[src/sv/mcmd_pkg.sv]
`default_nettype none

package mcmd_pkg;

   localparam logic [1:0] CMD_DECODE = 2'd0;
   localparam logic [1:0] CMD_FRAME  = 2'd1;
   localparam logic [1:0] CMD_QUERY  = 2'd2;

   localparam logic [3:0] KIND_NONE    = 4'd0;
   localparam logic [3:0] KIND_ON      = 4'd1;
   localparam logic [3:0] KIND_OFF     = 4'd2;
   localparam logic [3:0] KIND_CC      = 4'd3;
   localparam logic [3:0] KIND_PROGRAM = 4'd4;
   localparam logic [3:0] KIND_BEND    = 4'd5;
   localparam logic [3:0] KIND_TOUCH   = 4'd6;
   localparam logic [3:0] KIND_POLY    = 4'd7;
   localparam logic [3:0] KIND_CLOCK   = 4'd8;
   localparam logic [3:0] KIND_START   = 4'd9;
   localparam logic [3:0] KIND_CONT    = 4'd10;
   localparam logic [3:0] KIND_STOP    = 4'd11;

   localparam logic [3:0] TYPE_NOTE_OFF = 4'h8;
   localparam logic [3:0] TYPE_NOTE_ON  = 4'h9;
   localparam logic [3:0] TYPE_POLY     = 4'hA;
   localparam logic [3:0] TYPE_CC       = 4'hB;
   localparam logic [3:0] TYPE_PROGRAM  = 4'hC;
   localparam logic [3:0] TYPE_TOUCH    = 4'hD;
   localparam logic [3:0] TYPE_BEND     = 4'hE;

   localparam logic [7:0] SYS_CLOCK = 8'hF8;
   localparam logic [7:0] SYS_START = 8'hFA;
   localparam logic [7:0] SYS_CONT  = 8'hFB;
   localparam logic [7:0] SYS_STOP  = 8'hFC;

   localparam logic [13:0] BEND_CENTER = 14'd8192;

   localparam int FLAG_ON   = 0;
   localparam int FLAG_OFF  = 1;
   localparam int FLAG_CC   = 2;
   localparam int FLAG_BEND = 3;

   typedef struct packed {
      logic [3:0]  kind;
      logic [3:0]  channel;
      logic [6:0]  note;
      logic [6:0]  value;
      logic [13:0] bend;
      logic [3:0]  set_flags;
      logic        note_on_wr;
      logic        cc_wr;
      logic        bend_wr;
   } event_type;

endpackage

`default_nettype wire

[src/sv/mcmd_decode.sv]
`default_nettype none

module mcmd_decode (
   input  wire logic [4:0]         channel_filter,
   input  wire logic [7:0]         status_byte,
   input  wire logic [6:0]         first_data,
   input  wire logic [6:0]         second_data,
   input  wire logic [1:0]         message_length,
   output mcmd_pkg::event_type     ev
);

   logic [3:0] chan;
   logic [3:0] ty;
   logic       pass;
   logic       len3;
   logic       len2;

   always_comb begin
      chan = status_byte[3:0];
      ty   = status_byte[7:4];
      len3 = (message_length == 2'd3);
      len2 = (message_length >= 2'd2);
      pass = (message_length != 2'd0) &&
             ((channel_filter == 5'd0) || ({1'b0, chan} == channel_filter - 5'd1));

      ev = '0;
      if (pass) begin
         case (ty)
            mcmd_pkg::TYPE_NOTE_ON: begin
               if (len3) begin
                  ev.note  = first_data;
                  ev.value = second_data;
                  if (second_data != 7'd0) begin
                     ev.kind = mcmd_pkg::KIND_ON;
                     ev.set_flags[mcmd_pkg::FLAG_ON] = 1'b1;
                     ev.note_on_wr = 1'b1;
                  end else begin
                     ev.kind = mcmd_pkg::KIND_OFF;
                     ev.set_flags[mcmd_pkg::FLAG_OFF] = 1'b1;
                  end
               end
            end
            mcmd_pkg::TYPE_NOTE_OFF: begin
               if (len3) begin
                  ev.kind  = mcmd_pkg::KIND_OFF;
                  ev.note  = first_data;
                  ev.value = second_data;
                  ev.set_flags[mcmd_pkg::FLAG_OFF] = 1'b1;
               end
            end
            mcmd_pkg::TYPE_CC: begin
               if (len3) begin
                  ev.kind  = mcmd_pkg::KIND_CC;
                  ev.note  = first_data;
                  ev.value = second_data;
                  ev.set_flags[mcmd_pkg::FLAG_CC] = 1'b1;
                  ev.cc_wr = 1'b1;
               end
            end
            mcmd_pkg::TYPE_PROGRAM: begin
               if (len2) begin
                  ev.kind  = mcmd_pkg::KIND_PROGRAM;
                  ev.value = first_data;
               end
            end
            mcmd_pkg::TYPE_BEND: begin
               if (len3) begin
                  ev.kind    = mcmd_pkg::KIND_BEND;
                  ev.bend    = {second_data, first_data} - mcmd_pkg::BEND_CENTER;
                  ev.bend_wr = 1'b1;
                  ev.set_flags[mcmd_pkg::FLAG_BEND] = 1'b1;
               end
            end
            mcmd_pkg::TYPE_TOUCH: begin
               if (len2) begin
                  ev.kind  = mcmd_pkg::KIND_TOUCH;
                  ev.value = first_data;
               end
            end
            mcmd_pkg::TYPE_POLY: begin
               if (len3) begin
                  ev.kind  = mcmd_pkg::KIND_POLY;
                  ev.note  = first_data;
                  ev.value = second_data;
               end
            end
            default: begin
               case (status_byte)
                  mcmd_pkg::SYS_CLOCK: ev.kind = mcmd_pkg::KIND_CLOCK;
                  mcmd_pkg::SYS_START: ev.kind = mcmd_pkg::KIND_START;
                  mcmd_pkg::SYS_CONT:  ev.kind = mcmd_pkg::KIND_CONT;
                  mcmd_pkg::SYS_STOP:  ev.kind = mcmd_pkg::KIND_STOP;
                  default:             ev.kind = mcmd_pkg::KIND_NONE;
               endcase
            end
         endcase
         if (ev.kind != mcmd_pkg::KIND_NONE) begin
            ev.channel = chan;
         end
      end
   end

endmodule

`default_nettype wire

[src/sv/midi_channel_message_decoder.sv]
// channel | handshake          | payload
// req     | req_valid/req_stall| command, status, two data bytes, length, query number
// rsp     | rsp_valid/rsp_stall| event fields, query fields, frame flags, held values
// csr     | csr_valid/csr_ready| 5-bit channel filter, always ready
//
// one transaction per cycle while req_stall is low; a result leaves through stage 1
// (controller value memory read), then the output register
// synchronous reset clears flags, held values and the controller valid bits at
// once; no clearing pass, a transaction may follow reset immediately
// rsp_stall backs up into req_stall only when both internal stages are full
`default_nettype none

module midi_channel_message_decoder (
   input  wire logic               clock,
   input  wire logic               reset,

   input  wire logic               req_valid,
   output logic                    req_stall,
   input  wire logic [1:0]         req_command,
   input  wire logic [7:0]         req_status_byte,
   input  wire logic [6:0]         req_first_data,
   input  wire logic [6:0]         req_second_data,
   input  wire logic [1:0]         req_message_length,
   input  wire logic [6:0]         req_query_number,

   output logic                    rsp_valid,
   input  wire logic               rsp_stall,
   output logic [3:0]              rsp_event_kind,
   output logic [3:0]              rsp_event_channel,
   output logic [6:0]              rsp_event_note,
   output logic [6:0]              rsp_event_value,
   output logic signed [13:0]      rsp_event_bend,
   output logic                    rsp_note_seen,
   output logic                    rsp_control_seen,
   output logic [6:0]              rsp_control_level,
   output logic [3:0]              rsp_frame_flags,
   output logic [6:0]              rsp_recent_note,
   output logic [6:0]              rsp_recent_velocity,
   output logic signed [13:0]      rsp_bend_level,

   input  wire logic               csr_valid,
   output logic                    csr_ready,
   input  wire logic [4:0]         csr_data
);

   logic [4:0]   filter_ff;

   logic [127:0] note_flags_ff, note_flags_in;
   logic [127:0] cc_flags_ff, cc_flags_in;
   logic [127:0] cv_valid_ff, cv_valid_in;
   logic [6:0]   cv_mem [128];
   logic [6:0]   cv_rd_ff;

   logic [3:0]   seen_ff, seen_in;
   logic [6:0]   last_note_ff, last_note_in;
   logic [6:0]   last_vel_ff, last_vel_in;
   logic [13:0]  bend_ff, bend_in;

   mcmd_pkg::event_type dec_ev;
   mcmd_pkg::event_type ev;

   logic         accept;
   logic         is_decode;
   logic         is_frame;
   logic         is_query;

   // stage 1
   logic         s1_valid_ff, s1_valid_in;
   logic         s1_move;
   mcmd_pkg::event_type s1_ev_ff;
   logic         s1_query_ff;
   logic         s1_note_seen_ff;
   logic         s1_cc_seen_ff;
   logic         s1_cv_valid_ff;
   logic [3:0]   s1_seen_ff;
   logic [6:0]   s1_note_ff;
   logic [6:0]   s1_vel_ff;
   logic [13:0]  s1_bend_ff;

   // output register
   logic         out_valid_ff, out_valid_in;
   logic [3:0]   out_kind_ff;
   logic [3:0]   out_chan_ff;
   logic [6:0]   out_note_ff;
   logic [6:0]   out_value_ff;
   logic [13:0]  out_ev_bend_ff;
   logic         out_nseen_ff;
   logic         out_cseen_ff;
   logic [6:0]   out_level_ff;
   logic [3:0]   out_flags_ff;
   logic [6:0]   out_rnote_ff;
   logic [6:0]   out_rvel_ff;
   logic [13:0]  out_bend_ff;

   mcmd_decode u_decode (
      .channel_filter (filter_ff),
      .status_byte    (req_status_byte),
      .first_data     (req_first_data),
      .second_data    (req_second_data),
      .message_length (req_message_length),
      .ev             (dec_ev)
   );

   assign csr_ready = 1'b1;

   always_comb begin
      s1_move     = s1_valid_ff && (!out_valid_ff || !rsp_stall);
      req_stall   = s1_valid_ff && out_valid_ff && rsp_stall;
      accept      = req_valid && !req_stall;
      is_decode   = (req_command == mcmd_pkg::CMD_DECODE);
      is_frame    = (req_command == mcmd_pkg::CMD_FRAME);
      is_query    = (req_command == mcmd_pkg::CMD_QUERY);
      ev          = is_decode ? dec_ev : '0;
      s1_valid_in = accept || (s1_valid_ff && !s1_move);
      out_valid_in = s1_move || (out_valid_ff && rsp_stall);
   end

   always_comb begin
      note_flags_in = note_flags_ff;
      cc_flags_in   = cc_flags_ff;
      cv_valid_in   = cv_valid_ff;
      seen_in       = seen_ff | ev.set_flags;
      last_note_in  = last_note_ff;
      last_vel_in   = last_vel_ff;
      bend_in       = bend_ff;
      if (is_frame) begin
         note_flags_in = '0;
         cc_flags_in   = '0;
         seen_in       = '0;
      end
      if (ev.note_on_wr) begin
         note_flags_in[req_first_data] = 1'b1;
         last_note_in = req_first_data;
         last_vel_in  = req_second_data;
      end
      if (ev.cc_wr) begin
         cc_flags_in[req_first_data] = 1'b1;
         cv_valid_in[req_first_data] = 1'b1;
      end
      if (ev.bend_wr) begin
         bend_in = ev.bend;
      end
   end

   always_ff @(posedge clock) begin
      if (reset) begin
         filter_ff     <= '0;
         note_flags_ff <= '0;
         cc_flags_ff   <= '0;
         cv_valid_ff   <= '0;
         seen_ff       <= '0;
         last_note_ff  <= '0;
         last_vel_ff   <= '0;
         bend_ff       <= '0;
         s1_valid_ff   <= 1'b0;
         out_valid_ff  <= 1'b0;
      end else begin
         if (csr_valid) begin
            filter_ff <= csr_data;
         end
         if (accept) begin
            note_flags_ff <= note_flags_in;
            cc_flags_ff   <= cc_flags_in;
            cv_valid_ff   <= cv_valid_in;
            seen_ff       <= seen_in;
            last_note_ff  <= last_note_in;
            last_vel_ff   <= last_vel_in;
            bend_ff       <= bend_in;
         end
         s1_valid_ff  <= s1_valid_in;
         out_valid_ff <= out_valid_in;
      end
   end

   always_ff @(posedge clock) begin
      if (accept && ev.cc_wr) begin
         cv_mem[req_first_data] <= req_second_data;
      end
   end

   always_ff @(posedge clock) begin
      if (accept) begin
         cv_rd_ff <= cv_mem[req_query_number];
      end
   end

   always_ff @(posedge clock) begin
      if (accept) begin
         s1_ev_ff        <= ev;
         s1_query_ff     <= is_query;
         s1_note_seen_ff <= is_query && note_flags_ff[req_query_number];
         s1_cc_seen_ff   <= is_query && cc_flags_ff[req_query_number];
         s1_cv_valid_ff  <= cv_valid_ff[req_query_number];
         s1_seen_ff      <= seen_in;
         s1_note_ff      <= last_note_in;
         s1_vel_ff       <= last_vel_in;
         s1_bend_ff      <= bend_in;
      end
   end

   always_ff @(posedge clock) begin
      if (s1_move) begin
         out_kind_ff    <= s1_ev_ff.kind;
         out_chan_ff    <= s1_ev_ff.channel;
         out_note_ff    <= s1_ev_ff.note;
         out_value_ff   <= s1_ev_ff.value;
         out_ev_bend_ff <= s1_ev_ff.bend;
         out_nseen_ff   <= s1_note_seen_ff;
         out_cseen_ff   <= s1_cc_seen_ff;
         out_level_ff   <= (s1_query_ff && s1_cv_valid_ff) ? cv_rd_ff : 7'd0;
         out_flags_ff   <= s1_seen_ff;
         out_rnote_ff   <= s1_note_ff;
         out_rvel_ff    <= s1_vel_ff;
         out_bend_ff    <= s1_bend_ff;
      end
   end

   assign rsp_valid           = out_valid_ff;
   assign rsp_event_kind      = out_kind_ff;
   assign rsp_event_channel   = out_chan_ff;
   assign rsp_event_note      = out_note_ff;
   assign rsp_event_value     = out_value_ff;
   assign rsp_event_bend      = $signed(out_ev_bend_ff);
   assign rsp_note_seen       = out_nseen_ff;
   assign rsp_control_seen    = out_cseen_ff;
   assign rsp_control_level   = out_level_ff;
   assign rsp_frame_flags     = out_flags_ff;
   assign rsp_recent_note     = out_rnote_ff;
   assign rsp_recent_velocity = out_rvel_ff;
   assign rsp_bend_level      = $signed(out_bend_ff);

`ifndef SYNTHESIS
   a_frame_clear: assert property (@(posedge clock) disable iff (reset)
      (accept && is_frame) |=> (note_flags_ff == '0 && cc_flags_ff == '0 && seen_ff == '0))
      else $error("frame clear left flags set");

   a_cc_valid: assert property (@(posedge clock) disable iff (reset)
      (accept && ev.cc_wr) |=> cv_valid_ff[$past(req_first_data)]
         && cc_flags_ff[$past(req_first_data)])
      else $error("controller write not marked valid");

   a_none_clean: assert property (@(posedge clock) disable iff (reset)
      (out_valid_ff && out_kind_ff == mcmd_pkg::KIND_NONE) |->
         (out_chan_ff == 4'd0 && out_note_ff == 7'd0 && out_value_ff == 7'd0
          && out_ev_bend_ff == 14'd0))
      else $error("dropped transaction carries event fields");
`endif

endmodule

`default_nettype wire
[config.mk]
export PLATFORM = sky130hd
export DESIGN_NAME = midi_channel_message_decoder
export DESIGN_NICKNAME = d
export VERILOG_FILES = /design/src/sv/mcmd_pkg.sv /design/src/sv/mcmd_decode.sv /design/src/sv/midi_channel_message_decoder.sv
export SDC_FILE = /design/constraint.sdc
export NUM_CORES = 2
export LEC_CHECK = 0
export BUFFER_PORTS_ARGS = -buffer_cell sky130_fd_sc_hd__buf_2
export CAP_MARGIN = 20
export CORE_ASPECT_RATIO = 1.75
export CORE_MARGIN = 2
export CORE_UTILIZATION = 58
export CTS_BUF_LIST = sky130_fd_sc_hd__clkbuf_4 sky130_fd_sc_hd__clkbuf_8
export CTS_CLUSTER_DIAMETER = 50
export DETAILED_ROUTE_END_ITERATION = 16
export GPL_TIMING_DRIVEN = 0
export PLACE_DENSITY = 0.71
export SYNTH_ARGS = -nofsm -noshare
export SYNTH_HDL_FRONTEND = slang
export SYNTH_HIERARCHICAL = 1
export SYNTH_SLANG_ARGS = --single-unit
[constraint.sdc]
create_clock -name clock -period 11.7 [get_ports clock]
set_input_delay 0 -clock clock [delete_from_list [all_inputs] [get_ports clock]]
set_output_delay 0 -clock clock [all_outputs]
set_load 0.05 [all_outputs]
==> results.md <==
- The flow ran to the end, and the final reports show no timing, DRC or antenna violations.
- The number of synthesized flops with an enable pin is 1052.
- For the worst-skew pair, the clock arrives at the later sink with an insertion delay of 930 ps.
- After routing, the total negative slack on setup checks comes to 0 ps.
- The share of synthesized flip-flops with an asynchronous set or reset is 0.
- Of the available clock period, the critical path in the final layout requires 0.526.
- Setup violations remaining at the end of the flow were counted as 0.
- The cell count after synthesis is 3975.
- The remaining global-route overflow is 0.
- The number of gates given a new drive strength after cts is 0.
- Counting I/O delays and the setup requirement, the final critical path takes 6150 ps.
- After detailed routing, the number of vias per cell comes to 6.44.
- The final count of hold timing violations is 0.
- Yosys attributes the largest share of cell area to edfxtp_1, dfxtp_1, mux4_2.
- In this run the power density over the cells is 156 nW/um2.
- The number of DRC violations after detailed routing is 0.
- The floorplan step set the die height to 423 um.
- Among all cell types in the netlist, the one instantiated most often is edfxtp_1.
- The per-cell routed wire length is 30.8 um.
- The starting density of the core is 0.585.
- The number of synthesized register bits is 1475.
- The cell at the root of the clock tree is clkbuf_8.
- For this run, the post-layout net count is 4424.
- The post-detailed-placement half-perimeter wirelength is 125000 um.
- In the global route stage, overall resource usage came out at 0.348.
- The number of max-capacitance violations reported is 0.
- The total wirelength of the detailed-routed design is 180000 um.
- Headroom to the max-slew limit came out at 0.117.
- The cell count of the worst reg-to-reg path is 14.
- The floorplan step defined a die boundary enclosing 103000 um2.
- The number of buffers inserted during clock tree synthesis is 196.
- The quantity of I/O buffers inserted on ports is 116.
- The first-pass GRT wire length is 254000 um.
- The maximum resistive drop on vdd is 0.000124 V.
- The critical path is of the flop to flop type.
- The sort of element at the start of the critical path is a flop.
- The core region is 99500 um2.
- Clock-pin slew was measured on the worst setup and hold paths at 70 ps.
- The die width is 244 um.
- Of the cells placed in the final design, the portion with a size suffix greater than 1 is 0.175.
- Counting every net in the synthesized netlist gives 4019.
- In this run the static leakage power is 22.5 nW.
- The portion of synthesized cell area occupied by the leading cell type is 0.542.
- The largest net degree at the start of global routing is 114.
- The worst setup path is captured at a flop.
- The number of filler cells placed in the layout is 7231.
- The number of pins with negative max-slew slack in the final report is 0.
- The filler-free cell count of the finished design is 5858.
- Relative to the synthesized area, the layout overhead comes to 12.6%.
- The smallest hold slack is 67.9 ps.
- Of all cell types, the one taking the most synthesized area is edfxtp_1.
- The worst hold path passes through 4 cells.
- Data on the critical path is required at its endpoint by 12240 ps.
- The number of cell rows is 153.
- The total via count in the routed design is 37700.
- The number of nets with antenna violations after detailed routing is 0.
- After synthesis, the mean cell area works out to 14.7 um2.
- Setup repair after global routing left no endpoint under its margin.
- The first routing iteration left 4186 violations.
- Of the synthesized area, sequential elements account for 0.687.
- The first TritonRoute pass finished after 12 iterations.
- The number of global-route vias before repair came to 37800.
- The final clock skew is 40.9 ps.
- The CTS sink count is 1475.
- In this run the deepest clock path goes through 3 buffers.
- The critical path data arrival time is 6700 ps.
- The cell area after synthesis is 58300 um2.
- Of all nets on the critical path, the largest fanout is 10.
- The worst min-delay path class is primary input to flop.
- TritonCTS built the clock tree.
- For the pin with the worst max-slew slack, the measured transition is 1330 ps.
- By count the netlist is led by edfxtp_1, nor2_1, dfxtp_1.
- Yosys mapped the design onto 66 distinct sky130hd cell types.
- Counting tap cells, the placed design contains a total of 5432 instances.
- At the end of routability-driven placement, the weighted congestion stood at 1.02.
- The maximum level of the CTS H-tree is 4.
- Static timing analysis puts the maximum clock frequency at 163 MHz.
- For this run, the leading register cell type out of synthesis is edfxtp_1.
- The number of warnings printed during yosys synthesis is 6.
- The boundary pin count is 123.
- The initial antenna violation count came to 2.
- Setup slack on the worst reg-to-reg path comes out at 5550 ps.
==> sequential cells by signal, summed over array words and instances (netlist names), 7 cells and up <==
signal,flops
cv_mem,896
cc_flags_ff,128
cv_valid_ff,128
note_flags_ff,128
s1_ev_ff,36
bend_ff,14
rsp_bend_level,14
rsp_event_bend,14
s1_bend_ff,14
cv_rd_ff,7
last_note_ff,7
last_vel_ff,7
rsp_control_level,7
rsp_event_note,7
rsp_event_value,7
rsp_recent_note,7
rsp_recent_velocity,7
s1_note_ff,7
s1_vel_ff,7
==> per-stage QoR <==
| stage | setup slack (ps) | utilization | area (um2) | total power, mW |
|---|---|---|---|---|
| floorplan | 4970 | - | 58300 | 6.07 |
| global placement | 3560 | 0.608 | 60500 | 6.34 |
| detailed placement | 5830 | 0.613 | 61000 | 6.35 |
| CTS | 5840 | 0.659 | 65600 | 10.2 |
| global route | 5400 | 0.660 | 65700 | 10.5 |
| finish | 5550 | 0.660 | 65700 | 10.2 |
==> cells by family (layout without fill, tap and decap cells) <==
family | Yosys count | count (layout) | share of synthesized area
AOI/OAI and AO/OA | 693 | 693 | 0.0836
xor gates and xnor gates | 7 | 7 | 0.00105
adders and majority gates | 1 | 1 | 0.000215
buffers and inverters | 329 | 893 | 0.0260
DFF | 1475 | 1475 | 0.687
muxes | 543 | 543 | 0.131
other | 1 | 3 | 0.0000643
and+or+nand+nor | 926 | 926 | 0.0706
==> cell usage in the layout, fill, tap and decap left out, types with 11 or more instances in the layout <==
cell,count
mux4_2,166
buf_4,36
a221o_1,18
nor3_1,23
nand3_1,25
nor2b_1,21
clkbuf_4,57
edfxtp_1,1052
and2_1,53
nor3b_1,13
clkinv_2,36
buf_6,11
dfxtp_1,423
clkinv_1,34
and3_1,21
a22oi_1,385
a221oi_1,11
dlygate4sd3_1,63
clkbuf_8,210
mux2i_1,341
nor2_1,585
a211oi_1,20
mux2_2,30
a21oi_1,161
buf_2,188
clkbuf_1,207
o211ai_1,37
a22o_1,18
nand4_1,17
o22ai_1,12
nand2_1,118
==> power by group <==
group          internal, mW  switching, mW  leakage, nW  total (mW)
Combinational         0.182          0.474         7.39       0.657
Clock                  2.04           1.91         2.11        3.95
Sequential             5.61        0.00782         13.0        5.62
==> layout make-up <==
| cell class | count | area (um2) | share of cell area |
|---|---|---|---|
| Antenna cell | 2 | 5.00 | 0.0000762 |
| Buffer | 325 | 1500 | 0.0229 |
| Clock buffer | 266 | 3310 | 0.0504 |
| Clock inverter | 91 | 681 | 0.0104 |
| Inverter | 4 | 15.0 | 0.000229 |
| Multi-Input combinational cell | 2171 | 16700 | 0.255 |
| Sequential cell | 1475 | 40100 | 0.610 |
| Tap cell | 1317 | 1650 | 0.0251 |
| Timing Repair Buffer | 207 | 1710 | 0.0261 |
==> final timing paths <==
check	to	start
setup / recovery	cv_mem[68][4]$_DFFE_PP_	filter_ff[0]$_SDFFE_PP0P_
hold / removal	last_vel_ff[2]$_SDFFE_PP0P_	req_second_data[2]
setup reg to reg	cv_mem[68][4]$_DFFE_PP_	filter_ff[0]$_SDFFE_PP0P_
hold reg to reg	rsp_recent_note[6]$_DFFE_PP_	s1_note_ff[6]$_DFFE_PP_
==> routing by layer <==
metal	GRT usage	vias to the layer above	routed length [um]
met3	0.0757	725	14900
met4	0.286	2	17500
met5	0	-	13
met2	0.597	2254	90000
met1	0.368	18700	57900
li1	-	16000	-
==> worst max-delay path, stage by stage, from the launching register on <==
cell and delay, ps:
dfxtp_1 390, inv_1 60, ha_1 300, xnor2_1 130, nor3_1 200, nand4_1 140, a21o_1 200, clkbuf_1 230
clkbuf_1 360, nor3_1 760, nand4_1 530, or3_1 450, clkbuf_1 560, clkbuf_1 660, nor2_1 760
==> timing repair <==
action | 4_1_cts | 5_1_grt
endpoints found under the hold margin | 1159 | 0
hold buffers | 63 | 0
buffers inserted | 0 | 0
No activity file was read; power rests on OpenSTA's default activity.
